$ cat src/design/tile_outer_product_accumulator_defines.svh
// assertion macros for the tile outer product accumulator
`ifndef TILE_OUTER_PRODUCT_ACCUMULATOR_DEFINES_SVH
`define TILE_OUTER_PRODUCT_ACCUMULATOR_DEFINES_SVH

`ifndef SYNTHESIS

`define TOPA_ASSERT_SAME(label, clk, rst_n, ante, cons) \
    label: assert property (@(posedge clk) disable iff (!rst_n) (ante) |-> (cons)) \
        else $error("topa assertion failed");

`define TOPA_ASSERT_NEXT(label, clk, rst_n, ante, cons) \
    label: assert property (@(posedge clk) disable iff (!rst_n) (ante) |=> (cons)) \
        else $error("topa assertion failed");

`else

`define TOPA_ASSERT_SAME(label, clk, rst_n, ante, cons)

`define TOPA_ASSERT_NEXT(label, clk, rst_n, ante, cons)

`endif

`endif

$ cat src/design/topa_pkg.sv
// shared types and constants for the tile outer product accumulator
package topa_pkg;

    localparam int TileRows = 16;
    localparam int TileCols = 16;
    localparam int FpW      = 32;
    localparam int RowW     = $clog2(TileRows);
    localparam int ColW     = $clog2(TileCols);
    localparam int RowBits  = TileCols * FpW;

    localparam logic [FpW-1:0] QNan = 32'h7FC0_0000;

    typedef enum logic {
        CMD_LOAD = 1'b0,
        CMD_MAC  = 1'b1
    } command_t;

    typedef struct packed {
        logic               command;
        logic [RowBits-1:0] rhs;
        logic [FpW-1:0]     lhs_value;
        logic [RowW-1:0]    row_index;
        logic               end_of_tile;
    } item_t;

    typedef struct packed {
        logic [RowW-1:0]    out_row;
        logic [RowBits-1:0] sums;
        logic               last_row;
    } result_t;

    typedef struct packed {
        logic            load_rhs;
        logic            capture;
        logic            rd_en;
        logic [RowW-1:0] rd_row;
        logic            issue;
        logic [ColW-1:0] issue_col;
        logic            wr_en;
        logic            out_load;
        logic [RowW-1:0] out_row;
        logic            clear_rows;
    } dp_cmd_t;

    typedef struct packed {
        logic fma_valid;
        logic out_valid;
    } dp_status_t;

endpackage

$ cat src/design/topa_ctrl.sv
// sequencer for row loads, column issue, write back and tile emission
module topa_ctrl (
    input  logic                      clk,
    input  logic                      rst_n,
    input  logic                      in_valid,
    input  topa_pkg::command_t        in_command,
    input  logic [topa_pkg::RowW-1:0] in_row,
    input  logic                      in_eot,
    input  logic                      out_ready,
    input  topa_pkg::dp_status_t      status,
    output logic                      in_ready,
    output topa_pkg::dp_cmd_t         cmd
);

    typedef enum logic [2:0] {
        ST_IDLE,
        ST_ISSUE,
        ST_DRAIN,
        ST_WRITE,
        ST_EMIT_RD,
        ST_EMIT_LD,
        ST_EMIT_WAIT
    } state_t;

    localparam logic [topa_pkg::ColW-1:0] LastCol = topa_pkg::ColW'(topa_pkg::TileCols - 1);
    localparam logic [topa_pkg::RowW-1:0] LastRow = topa_pkg::RowW'(topa_pkg::TileRows - 1);

    state_t                    state_reg, state_next;
    logic [topa_pkg::ColW-1:0] col_reg, col_next;
    logic [topa_pkg::ColW-1:0] cnt_reg, cnt_next;
    logic [topa_pkg::RowW-1:0] emit_reg, emit_next;
    logic                      eot_reg, eot_next;
    logic                      out_xfer;

    assign out_xfer = status.out_valid && out_ready;
    assign in_ready = (state_reg == ST_IDLE);

    always_comb
    begin
        state_next = state_reg;
        col_next   = col_reg;
        cnt_next   = status.fma_valid ? cnt_reg + 1'b1 : cnt_reg;
        emit_next  = emit_reg;
        eot_next   = eot_reg;
        cmd        = '0;
        unique case (state_reg)
            ST_IDLE:
            begin
                if (in_valid && (in_command == topa_pkg::CMD_LOAD))
                begin
                    cmd.load_rhs = 1'b1;
                end
                else if (in_valid)
                begin
                    cmd.capture = 1'b1;
                    cmd.rd_en   = 1'b1;
                    cmd.rd_row  = in_row;
                    eot_next    = in_eot;
                    col_next    = '0;
                    cnt_next    = '0;
                    state_next  = ST_ISSUE;
                end
            end
            ST_ISSUE:
            begin
                cmd.issue     = 1'b1;
                cmd.issue_col = col_reg;
                col_next      = col_reg + 1'b1;
                if (col_reg == LastCol)
                begin
                    state_next = ST_DRAIN;
                end
            end
            ST_DRAIN:
            begin
                if (status.fma_valid && (cnt_reg == LastCol))
                begin
                    state_next = ST_WRITE;
                end
            end
            ST_WRITE:
            begin
                cmd.wr_en  = 1'b1;
                emit_next  = '0;
                state_next = eot_reg ? ST_EMIT_RD : ST_IDLE;
            end
            ST_EMIT_RD:
            begin
                cmd.rd_en  = 1'b1;
                cmd.rd_row = emit_reg;
                state_next = ST_EMIT_LD;
            end
            ST_EMIT_LD:
            begin
                cmd.out_load = 1'b1;
                cmd.out_row  = emit_reg;
                state_next   = ST_EMIT_WAIT;
            end
            ST_EMIT_WAIT:
            begin
                if (out_xfer && (emit_reg == LastRow))
                begin
                    cmd.clear_rows = 1'b1;
                    state_next     = ST_IDLE;
                end
                else if (out_xfer)
                begin
                    emit_next  = emit_reg + 1'b1;
                    state_next = ST_EMIT_RD;
                end
            end
            default:
            begin
                state_next = ST_IDLE;
            end
        endcase
    end

    always_ff @(posedge clk or negedge rst_n)
    begin
        if (!rst_n)
        begin
            state_reg <= ST_IDLE;
            col_reg   <= '0;
            cnt_reg   <= '0;
            emit_reg  <= '0;
            eot_reg   <= 1'b0;
        end
        else
        begin
            state_reg <= state_next;
            col_reg   <= col_next;
            cnt_reg   <= cnt_next;
            emit_reg  <= emit_next;
            eot_reg   <= eot_next;
        end
    end

endmodule

$ cat config.mk
export PLATFORM = sky130hd
export DESIGN_NAME = topa_ctrl
export DESIGN_NICKNAME = d
export VERILOG_FILES = /design/src/design/tile_outer_product_accumulator_defines.svh /design/src/design/topa_pkg.sv /design/src/design/topa_ctrl.sv
export SDC_FILE = /design/constraint.sdc
export NUM_CORES = 1
export LEC_CHECK = 0
export BUFFER_PORTS_ARGS = -buffer_cell sky130_fd_sc_hd__clkbuf_2
export CORE_AREA = 8 8 58 60
export DETAILED_ROUTE_END_ITERATION = 12
export DIE_AREA = 0 0 66 68
export PLACE_DENSITY = 0.74
export SKIP_LAST_GASP = 1
export SLEW_MARGIN = 20
export SYNTH_ARGS = -nofsm -noshare
export SYNTH_HDL_FRONTEND = slang
export SYNTH_SLANG_ARGS = --single-unit
$ cat constraint.sdc
create_clock -name clk -period 4.2 [get_ports clk]
set_input_delay 0.21 -clock clk [delete_from_list [all_inputs] [get_ports clk]]
set_output_delay 0.21 -clock clk [all_outputs]
set_load 0.005 [all_outputs]
## Word level (Yosys, flattened, before mapping)

Index checks and enable logic that the tools add are counted.
W data, S select, Z words.

| word-level totals | value |
|---|---|
| flip-flop bits (word level) | 16 |
| input bits | 12 |
| output and inout bits | 20 |

| operators by class | value |
|---|---|
| $add $sub $neg | 3 |
| eq/ne operators | 16 |
| mux-type cells | 28 |
| bitwise logic cells | 2 |
| reduce and logical (&&, ||, !) cells | 11 |

Operator list:

| cell | number |
|---|---|
| $mux W4 | 8 |
| $mux W3 | 7 |
| $pmux W3 S7 | 1 |
| $pmux W4 S2 | 2 |
| $add A4 B1 Y4 const B | 3 |
| $eq A4 B4 Y1 const B | 3 |
| $mux W6 | 2 |
| $ne A2 B2 Y1 const B | 6 |
| $mux W5 | 2 |
| $pmux W5 S2 | 1 |
| $eq A3 B3 Y1 const B | 3 |
| $reduce_and A3 Y1 | 3 |
| $eq A3 B2 Y1 const B | 2 |
| $reduce_and A5 Y1 | 1 |
| $logic_and A1 B1 Y1 | 4 |
| $mux W1 | 4 |
| $reduce_bool A2 Y1 | 2 |
| $eq A3 B1 Y1 const B | 1 |
| $logic_not A3 Y1 | 1 |
| $ne A3 B3 Y1 const B | 1 |
| $mux W2 | 1 |
| $not A1 Y1 | 2 |

## Longest topological paths before layout

Gate-level depths: netlist of run 1.

| logic depth | value |
|---|---|
| word-level depth | 5 |
| gate-level depth with buffers | 4 |
| mapped depth without buffers | 4 |

## Least setup slack after synthesis of run 1

Ideal clock, no wire load.

| timing | value |
|---|---|
| kind | reg-to-reg |
| start point | register emit_reg[0] in the netlist's numbering |
| end point | register emit_reg[3] in the netlist's numbering |
| library setup time | 0.079 ns |
| arrival | 1.389 ns |
| path slack | 2.731 ns |
| stages on the path, launching flop included | 5 |
| path buffers | 0 |
| period minus slack after synthesis | 1.469 ns |
| cell sequence | dfrtp_1 -> ha_1 -> and3_1 -> nor4_1 -> mux2i_1 |

| on the way | value |
|---|---|
| longest elaborated chain between the ends | 4 |
| elaborated cells on any way between the ends | 8 |
| those cells by class | add/sub: 1; eq/ne: 2; mux: 3; reduce/logical: 2 |

Ends and longest elaborated chain:

| item | line | source |
|---|---|---|
| from (decl) | topa_ctrl.sv:31 | `logic [topa_pkg::RowW-1:0] emit_reg, emit_next;` |
| from (signal assigned) | topa_ctrl.sv:134 | `emit_reg <= emit_next;` |
| $add A4 B1 Y4 / $eq A4 B4 Y1 (equally long branches) | topa_ctrl.sv:108, topa_ctrl.sv:101 |  |
| $mux W4 / $logic_and A1 B1 Y1 (equally long branches) | topa_ctrl.sv:106, topa_ctrl.sv:101 |  |
| $mux W4 / $ne A2 B2 Y1 (equally long branches) | -- |  |
| $pmux W4 S2 / $reduce_and A3 Y1 (equally long branches) | -- |  |

Parallel ways exist; a longest one is shown, timed or not. The select of a mux whose other input is x is not followed.
A chain may end at the register's enable or synchronous reset.

==> results_dict.tcl, run 1 <==
set metrics [dict create \
    status "completed" \
    wl_per_cell_um 14.3 \
    place_congestion 0.836 \
    synthCells 114 \
    start_util_pct 40.6 \
    wirelength_mm 2.54 \
    rows 19 \
    fin_skew_ns 0.00163 \
    ys.flop_type "dfrtp_1" \
    dieArea_mm2 0.00449 \
    cts.reportedPaths.clkPinSlew_ns 0.10 \
    worst_pin_slew_ns 0.556 \
    diodes 0 \
    intPower_mw 0.431 \
    setup_viol 0 \
    cts_tree "yes" \
    seq_area_frac_synth_pct 38.4 \
    synth_cell_types 41 \
    critPathRequiredTime_ns 3.99 \
    clock.fmax_mhz 516 \
    drt_iter0_drc 37 \
    routed_via_density 5.59 \
    period_needed_ns 1.94 \
    switchingPower_mw 0.306 \
    synthToLayoutAreaGrowth_pct 22.0 \
    grt_setup_unrepaired "false" \
    vias 995 \
    max_stage_delay_ns 0.60 \
    p_comb_share_pct 42.2 \
    h-tree-depth 1 \
    powerDensity_mw_per_mm2 580 \
    dr.pass1.iters 4 \
    clockBufferDepth 2 \
    drv_cap 0 \
    worst_ir_drop_vdd_mv 0.231 \
    endpoint_kind "output port" \
    maxSlewHeadroom_pct 62.9 \
    grt_use_total_pct 12.1 \
    overflow 0 \
    path_max_fanout 24 \
    place.port_buffers 31 \
    clockRootBuffer "clkbuf_4" \
    synth-async-reset-ratio_pct 100 \
    fin_hold_ws_ns 0.148 \
    hpwl_mm 1.99 \
    avgSynthCellArea_um2 9.14 \
    synth_area_leader_cell "dfrtp_1" \
    cts_sinks 16 \
    ctsResizeCount 0 \
    drive_above_1_share_pct 29.3 \
    pwr-share-clk_pct 14.2 \
    die_h_um 68 \
    slowest_stage "dfrtp_1" \
    min_path_type "in2reg" \
    switching_share_pct 41.5 \
    cts-buffers-inserted 3 \
    syn-num-nets 129 \
    setup.worst_path.start_class "flop" \
    power_frac_seq_pct 43.6 \
    core_mm2 0.00257 \
    synth.yosys.warnings 0 \
    grt_max_degree 25 \
    fillers 257 \
    hold_violations 0 \
    crit_chain "or3b_4, clkinv_4, and2_1, clkbuf_2" \
    syn_area_mm2 0.00104 \
    cts_hold_buffers 1 \
    antenna_found_initial 0 \
    period_share_pct 46.2 \
    die_w_um 66 \
    post_cts_buffers 0 \
    crit_type "reg2out" \
    yosys-top-cells-count "16 x dfrtp_1, 11 x nand2_1" \
    arrival_ns 1.73 \
    ant_nets 0 \
    synth_top_area_share_pct 38.4 \
    ys_ff_latch 16 \
    fin_nets 163 \
    synth.area.top_cells "dfrtp_1 38%, nand3b_1 4.3%, nand2_1 4.0%, and2_1 3.6%, ha_1 3.6%" \
    io_pins 32 \
    grt_pass1_wl_mm 4.40 \
    grt_pass1_vias 1025 \
    setup-tns-final_ns 0 \
    route.detailed.drc 0 \
    synth-edff-count 0 \
    slew_viol_final 0 \
    cellLeakagePower_nw 0.602 \
    synth.most_common_cell "dfrtp_1" \
    clkLatencyLatePin_ns 0.28 \
]
## cell usage in the layout, fill, tap and decap left out, types with 2 or more instances in the layout
master    netlist  routed
dfrtp_1        16      16
nor4_1          2       2
nand4_1         2       2
xor2_1          2       2
mux2i_1         3       3
clkbuf_4        0       3
and2_1          6       6
o311ai_0        2       2
a21oi_1         6       6
nand2b_1        4       4
nand3_1         6       6
nand2_1        11      11
nor2_1          6       6
nor3_1          2       2
nand3b_1        6       6
clkbuf_2        0      31
inv_1           3       3
and3_1          5       5
a31oi_1         2       2
or2_2           2       2
ha_1            3       3
nor2b_1         2       2
## worst max-delay path, delay by kind of cell (launching register included)
family / cells / cell delay [ns]
buffers and inverters: 2 / 0.20
AND/OR/NAND/NOR: 2 / 0.64
flip-flops: 1 / 0.60
## worst paths after layout
path                                     startpoint                 endpoint  slack (ns)  depth (start not counted)
setup / recovery           state_reg[2]$_DFFE_PN0P_                   cmd[9]        2.26                          4
min in group asynchronous                     rst_n     cnt_reg[2]$_DFF_PN0_        0.38                          2
max in group asynchronous                     rst_n  emit_reg[1]$_DFFE_PN0P_        3.53                          2
hold / removal                               in_eot      eot_reg$_DFFE_PN0P_        0.15                          2
hold reg to reg                 eot_reg$_DFFE_PN0P_      eot_reg$_DFFE_PN0P_        0.50                          1
setup reg to reg           state_reg[2]$_DFFE_PN0P_  emit_reg[3]$_DFFE_PN0P_        2.52                          3
## per-stage QoR
step	total power [mW]	setup WS [ns]	utilization (%)	area (µm²)	cells
6_report	0.737	2.26	49.5	1270	178
5_1_grt	0.805	2.15	49.5	1270	178
3_5_place_dp	0.637	2.54	47.7	1220	173
3_3_place_gp	0.618	2.60	47.7	1220	173
4_1_cts	0.741	2.25	49.5	1270	178
2_1_floorplan	0.534	2.73	-	1040	114
## routing by layer
layer / wire length (µm) / vias up / GRT usage (%) / part of all wire (%)
li1: - / 485 / - / -
met1: 1060 / 485 / 13.4 / 42
met2: 1310 / 21 / 22.0 / 52
met3: 123 / 4 / 2.13 / 4.8
met4: 40 / 0 / 5.60 / 1.6
met5: 0 / - / 0 / 0
## final cells by class
class                      count  area [µm²]  area share [%]
clock buffer                   4        36.3            2.85
multi-input combinational     91         611            48.0
timing repair buffer          32         165            13.0
tap                           31        38.8            3.05
sequential                    16         400            31.5
inverter                       4        20.0            1.57
## cells by family (layout without fill, tap and decap cells)
family	after synthesis	count (layout)	synth area share, %
AOI/OAI and AO/OA	22	22	15.7
xor gates and xnor gates	3	3	2.52
adders and majority gates	3	3	3.60
buffers and inverters	7	40	3.00
DFF	16	16	38.4
muxes	4	4	3.96
and+or+nand+nor	59	59	32.8
## power by group through the flow
| stage | logic, mW | clock network [mW] | registers, mW |
|---|---|---|---|
| floorplan | 0.249 | 0 | 0.285 |
| global placement | 0.301 | 0 | 0.316 |
| detailed placement | 0.314 | 0 | 0.322 |
| CTS | 0.315 | 0.106 | 0.320 |
| global route | 0.355 | 0.111 | 0.339 |
| finish | 0.311 | 0.104 | 0.322 |
Power figures use the tool's default switching activity.
==> run 2, diff against run 1 <==
--- a/config.mk
+++ b/config.mk
@@ -5,11 +5,12 @@
 export SDC_FILE = /design/constraint.sdc
 export NUM_CORES = 1
 export LEC_CHECK = 0
+export ABC_AREA = 1
 export BUFFER_PORTS_ARGS = -buffer_cell sky130_fd_sc_hd__clkbuf_2
 export CORE_AREA = 8 8 58 60
 export DETAILED_ROUTE_END_ITERATION = 12
 export DIE_AREA = 0 0 66 68
-export PLACE_DENSITY = 0.74
+export PLACE_DENSITY = 0.75
 export SKIP_LAST_GASP = 1
 export SLEW_MARGIN = 20
 export SYNTH_ARGS = -nofsm -noshare
==> constraint.sdc (replaced) <==
create_clock -name clk -period 1.9 [get_ports clk]
set_input_delay 0.095 -clock clk [delete_from_list [all_inputs] [get_ports clk]]
set_output_delay 0.095 -clock clk [all_outputs]
set_load 0.005 [all_outputs]
==> run 2 against run 1 <==
Area after synthesis increased by 2.4%. Final cell count increased by 23%. Highest routed layer unchanged. Power increased by 110%. Largest cell class unchanged.
==> results_dict.tcl, run 2 <==
set metrics [dict create \
    status "completed" \
    endpoint_kind "output port" \
    fin_cells 219 \
    yosys-top-cells-count "46 x nand2_1, 21 x inv_1, 18 x nor2_1" \
    slew_viol_final 0 \
    synth_xor_area_share_pct 2.46 \
    place.port_buffers 31 \
    routed_via_density 4.86 \
    synth_fa_ha_area_share_pct 3.52 \
    io_pins 32 \
    fin_nets 205 \
    fin_hold_ws_ns 0.0194 \
    clockRootBuffer "clkbuf_4" \
    min_path_type "in2reg" \
    path_max_fanout 7 \
    grt_setup_unrepaired "false" \
    h-tree-depth 1 \
    crit_type "reg2out" \
    clockBufferDepth 2 \
    synth.area.top_cells "dfrtp_1 38%, nand2_1 16%, inv_1 7.4%, nor2_1 6.3%, nand3_1 6.1%" \
    overflow 0 \
    synthMuxAreaShare_pct 0 \
    synth_area_leader_cell "dfrtp_1" \
    die_w_um 66 \
    die_h_um 68 \
    hpwl_mm 2.00 \
    route.detailed.drc 0 \
    hold_violations 0 \
    setup.worst_path.start_class "flop" \
    drive_above_1_share_pct 25.0 \
    seq_area_frac_synth_pct 37.5 \
    synth.yosys.warnings 0 \
    diodes 0 \
    synth_top_area_share_pct 37.5 \
    whs_endpoint "eot_reg$_DFFE_PN0P_" \
    synth_compound_area_share_pct 6.33 \
    setup-tns-final_ns 0 \
    ys.flop_type "dfrtp_1" \
    regToRegEndpoint "emit_reg[1]$_DFFE_PN0P_" \
    maxSlewHeadroom_pct 72.6 \
    worst_ir_drop_vdd_mv 0.631 \
    cts-buffers-inserted 3 \
    drv_cap 0 \
    antenna_found_initial 0 \
    core_mm2 0.00257 \
    grt_pass1_vias 1008 \
    r2r_setup_slack_ns 0.50 \
    final_common_cell "nand2_1" \
    vias 1065 \
    fin_skew_ns 0.00229 \
    post_cts_buffers 0 \
    start_util_pct 41.6 \
    synth_cell_types 22 \
    synthToLayoutAreaGrowth_pct 20.6 \
    ant_nets 0 \
    fillers 263 \
    cellLeakagePower_nw 0.716 \
    arrival_ns 1.63 \
    drt_iter0_drc 33 \
    rows 19 \
    setup_viol 0 \
    grt_pass1_wl_mm 4.27 \
    place_congestion 0.821 \
    dp_cells 215 \
    reg2regPathDepth 7 \
    synthCells 154 \
    wl_per_cell_um 11.3 \
    power_mw 1.55 \
    cts_sinks 16 \
    grt_use_total_pct 11.9 \
    worst_pin_slew_ns 0.411 \
    syn_area_mm2 0.00107 \
    cts.reportedPaths.clkPinSlew_ns 0.09 \
    clkLatencyLatePin_ns 0.29 \
    clock.fmax_mhz 579 \
    synth_top_family_by_area "simple AND/OR/NAND/NOR gates" \
    wirelength_mm 2.47 \
    critPathRequiredTime_ns 1.80 \
    holdPathStages 3 \
    synth-async-reset-ratio_pct 100 \
    layout_common_cells "46 x nand2_1, 31 x clkbuf_2, 21 x inv_1, 18 x nor2_1, 14 x dfrtp_1" \
    ys_ff_latch 16 \
    syn-num-nets 169 \
    period_share_pct 90.9 \
    hp-start "in_eot" \
    grt_max_degree 17 \
    dieArea_mm2 0.00449 \
    synth-edff-count 0 \
    avgSynthCellArea_um2 6.93 \
    period_needed_ns 1.73 \
    r2r_start "state_reg[2]$_DFFE_PN0P_" \
    dr.pass1.iters 6 \
    crit_start "state_reg[1]$_DFFE_PN0P_" \
    yosys.area_share.simple_pct 41.0 \
    cts_tree "yes" \
    powerDensity_mw_per_mm2 1200 \
    synth.most_common_cell "nand2_1" \
]
[run 2: power by group]
group / internal [mW] / switching, mW / total [mW]
Combinational: 0.291 / 0.471 / 0.762
Sequential: 0.466 / 0.142 / 0.608
Clock: 0.0737 / 0.107 / 0.180
[run 2: worst max-delay path by stage]
| stage | depth (start not counted) | slack (ns) | endpoint |
|---|---|---|---|
| floorplan | 7 | 0.68 | emit_reg[2]$_DFFE_PN0P_ |
| global placement | 8 | 0.48 | cmd[15] |
| detailed placement | 8 | 0.45 | cmd[15] |
| CTS | 8 | 0.12 | cmd[15] |
| global route | 8 | 0.03 | cmd[14] |
| finish | 8 | 0.17 | cmd[15] |
[run 2: metal layers]
layer  vias to the layer above  GRT usage, %  wire (µm)
li1                        562             -          -
met1                       453          15.0       1120
met2                        46          19.4       1110
met3                         4          3.44        221
met4                         0          3.20         23
met5                         -             0          0
[run 2: what timing repair did]
item                                   CTS  global route
setup endpoints to repair                0             3
hold buffers                             1             0
endpoints found under the hold margin   16             0
resized for setup                        0             3
[run 2: cell type report]
cell class / instances / area [µm²] / area share, %
timing repair buffer: 32 / 165 / 12.8
multi-input combinational: 114 / 569 / 44.2
clock buffer: 3 / 22.5 / 1.75
sequential: 16 / 403 / 31.3
tap: 31 / 38.8 / 3.01
inverter: 23 / 88.8 / 6.90
[run 2: worst max-delay path, cell delays in order (launching register included)]
cell,delay (ns)
dfrtp_2,0.46
inv_1,0.11
nand2_1,0.12
nor2_4,0.14
nand3_4,0.14
inv_4,0.11
nand2_1,0.06
o21ai_0,0.07
clkbuf_2,0.14
[run 2: metrics by stage]
step           setup WS, ns  util, %  area (µm²)
2_1_floorplan         0.678        -        1070
3_3_place_gp          0.481     48.7        1250
3_5_place_dp          0.446     48.7        1250
4_1_cts               0.120     50.0        1280
5_1_grt              0.0265     50.1        1290
6_report              0.174     50.1        1290
[run 2: logic make-up after synthesis]
| kind of cell | after synthesis |
|---|---|
| buf+inv | 24 |
| flops | 16 |
| compound gates | 13 |
| simple gates | 95 |
| fa+ha+maj | 3 |
| xor+xnor | 3 |
==> run 3, diff against run 2 <==
--- a/config.mk
+++ b/config.mk
@@ -5,12 +5,12 @@
 export SDC_FILE = /design/constraint.sdc
 export NUM_CORES = 1
 export LEC_CHECK = 0
-export ABC_AREA = 1
 export BUFFER_PORTS_ARGS = -buffer_cell sky130_fd_sc_hd__clkbuf_2
 export CORE_AREA = 8 8 58 60
 export DETAILED_ROUTE_END_ITERATION = 12
 export DIE_AREA = 0 0 66 68
-export PLACE_DENSITY = 0.75
+export GPL_TIMING_DRIVEN = 0
+export PLACE_DENSITY = 0.74
 export SKIP_LAST_GASP = 1
 export SLEW_MARGIN = 20
 export SYNTH_ARGS = -nofsm -noshare
==> run 3 against run 2 <==
Sequential power grew 11%. Clock power grew 27%. Combinational power down 3.7%. Global-route usage shrank 0.53 points. Clock skew increased by 0.0012 ns.
==> results_dict.tcl, run 3 (same netlist as run 1, synthesis figures left out) <==
set metrics [dict create \
    status "completed" \
    fin_util_pct 50.0 \
    hold_violations 0 \
    min_path_type "in2reg" \
    p_comb_share_pct 44.8 \
    crit_chain "or2_2, clkbuf_1, a21oi_1, clkbuf_2" \
    core_mm2 0.00257 \
    setup_viol 0 \
    ctsResizeCount 0 \
    die_w_um 66 \
    endpoint_kind "output port" \
    vias 969 \
    path_max_fanout 9 \
    start_util_pct 40.6 \
    setup-tns-final_ns 0 \
    drt_iter0_drc 42 \
    ant_nets 0 \
    r2r_setup_slack_ns 0.28 \
    dr.pass1.iters 4 \
    regToRegEndpoint "emit_reg[3]$_DFFE_PN0P_" \
    setup.worst_path.start_class "flop" \
    cts-buffers-inserted 3 \
    intPower_mw 0.965 \
    period_needed_ns 1.66 \
    maxSlewHeadroom_pct 72.1 \
    diodes 0 \
    clock.fmax_mhz 602 \
    clockRootBuffer "clkbuf_4" \
    routed_via_density 5.35 \
    crit_start "state_reg[0]$_DFFE_PN0P_" \
    grt_pass1_vias 903 \
    holdPathStages 2 \
    cp.depth 4 \
    crit_path_end "cmd[12]" \
    route.detailed.drc 0 \
    cp.buffers_inverters 2 \
    grt_pass1_wl_mm 4.12 \
    clockBufferDepth 2 \
    layout_common_cells "31 x clkbuf_2, 16 x dfrtp_1, 11 x nand2_1" \
    period_share_pct 87.4 \
    fin_nets 166 \
    reg2regPathDepth 4 \
    wirelength_mm 2.52 \
    switching_share_pct 41.1 \
    crit_type "reg2out" \
    cts_tree "yes" \
    fin_skew_ns 0.00349 \
    grt_max_degree 17 \
    worst_pin_slew_ns 0.418 \
    synthToLayoutAreaGrowth_pct 23.0 \
    r2r_start "emit_reg[0]$_DFFE_PN0P_" \
    switchingPower_mw 0.673 \
    die_h_um 68 \
    grt_setup_unrepaired "false" \
    critPathRequiredTime_ns 1.80 \
    cts_sinks 16 \
    hpwl_mm 1.96 \
    h-tree-depth 1 \
    drive_above_1_share_pct 28.7 \
    grt_use_total_pct 11.3 \
    arrival_ns 1.57 \
    max_stage_delay_ns 0.47 \
    power_frac_seq_pct 41.3 \
    drv_cap 0 \
    slew_viol_final 0 \
    pwr-share-clk_pct 13.9 \
    cts.reportedPaths.clkPinSlew_ns 0.10 \
    worst_ir_drop_vdd_mv 0.581 \
    place_congestion 0.841 \
    place.port_buffers 31 \
    final_common_cell "clkbuf_2" \
    path_delay_family "flip-flops" \
    seqCellArea_um2 400 \
    antenna_found_initial 0 \
    overflow 0 \
    io_pins 32 \
    wl_per_cell_um 13.9 \
    rows 19 \
    powerDensity_mw_per_mm2 1280 \
    dieArea_mm2 0.00449 \
    fillers 256 \
    multi_input_area_um2 611 \
    slowest_stage "dfrtp_1" \
    cellLeakagePower_nw 0.605 \
    clkLatencyLatePin_ns 0.28 \
]
[run 3: power by group through the flow]
| stage | logic, mW | clock network [mW] | registers, mW |
|---|---|---|---|
| floorplan | 0.549 | 0 | 0.631 |
| global placement | 0.713 | 0 | 0.669 |
| detailed placement | 0.740 | 0 | 0.677 |
| CTS | 0.743 | 0.234 | 0.670 |
| global route | 0.839 | 0.246 | 0.696 |
| finish | 0.734 | 0.228 | 0.676 |
[run 3: cell type report]
type / count / area share, %
Buffer: 3 / 0.878
Timing Repair Buffer: 32 / 12.9
Sequential cell: 16 / 31.2
Tap cell: 31 / 3.02
Clock buffer: 4 / 2.83
Multi-Input combinational cell: 91 / 47.6
Inverter: 4 / 1.56
[run 3: timing repair]
item,CTS,global route
hold endpoints to repair,16,0
buffers inserted,0,0
endpoints found under the setup margin,0,0
hold buffers,1,0
[run 3: layer usage]
metal	part of all wire (%)	up-vias	global-route usage, %	wire, µm
met3	5.6	2	2.29	141
met5	0	-	0	0
met4	1.1	0	4.80	27
li1	-	490	-	-
met2	49	23	19.2	1240
met1	44	454	13.7	1110
[run 3: how the worst min path moves through the flow]
stage	start	endpoint	slack, ns
5_1_grt	in_eot	eot_reg$_DFFE_PN0P_	0.02
3_3_place_gp	rst_n	col_reg[0]$_DFFE_PN0P_	0.05
2_1_floorplan	rst_n	cnt_reg[0]$_DFF_PN0_	-0.20
3_5_place_dp	rst_n	col_reg[0]$_DFFE_PN0P_	0.04
4_1_cts	in_eot	eot_reg$_DFFE_PN0P_	0.01
6_report	in_eot	eot_reg$_DFFE_PN0P_	0.02
[run 3: worst register-to-register path: stages (launching register included)]
cell and delay (ns):
dfrtp_1 0.46, ha_1 0.26, and3_1 0.25, nor4_1 0.36, mux2i_1 0.22
[run 3: stage by stage]
step / cell area, µm² / hold slack, ns / cells / worst slack (ns) / total power, mW
detailed placement: 1240 / 0.0434 / 176 / 0.322 / 1.42
global placement: 1240 / 0.0457 / 176 / 0.329 / 1.38
CTS: 1280 / 0.0149 / 181 / 0.252 / 1.65
global route: 1280 / 0.0205 / 181 / 0.151 / 1.78
floorplan: 1040 / -0.201 / 114 / 0.431 / 1.18
finish: 1280 / 0.0221 / 181 / 0.239 / 1.64
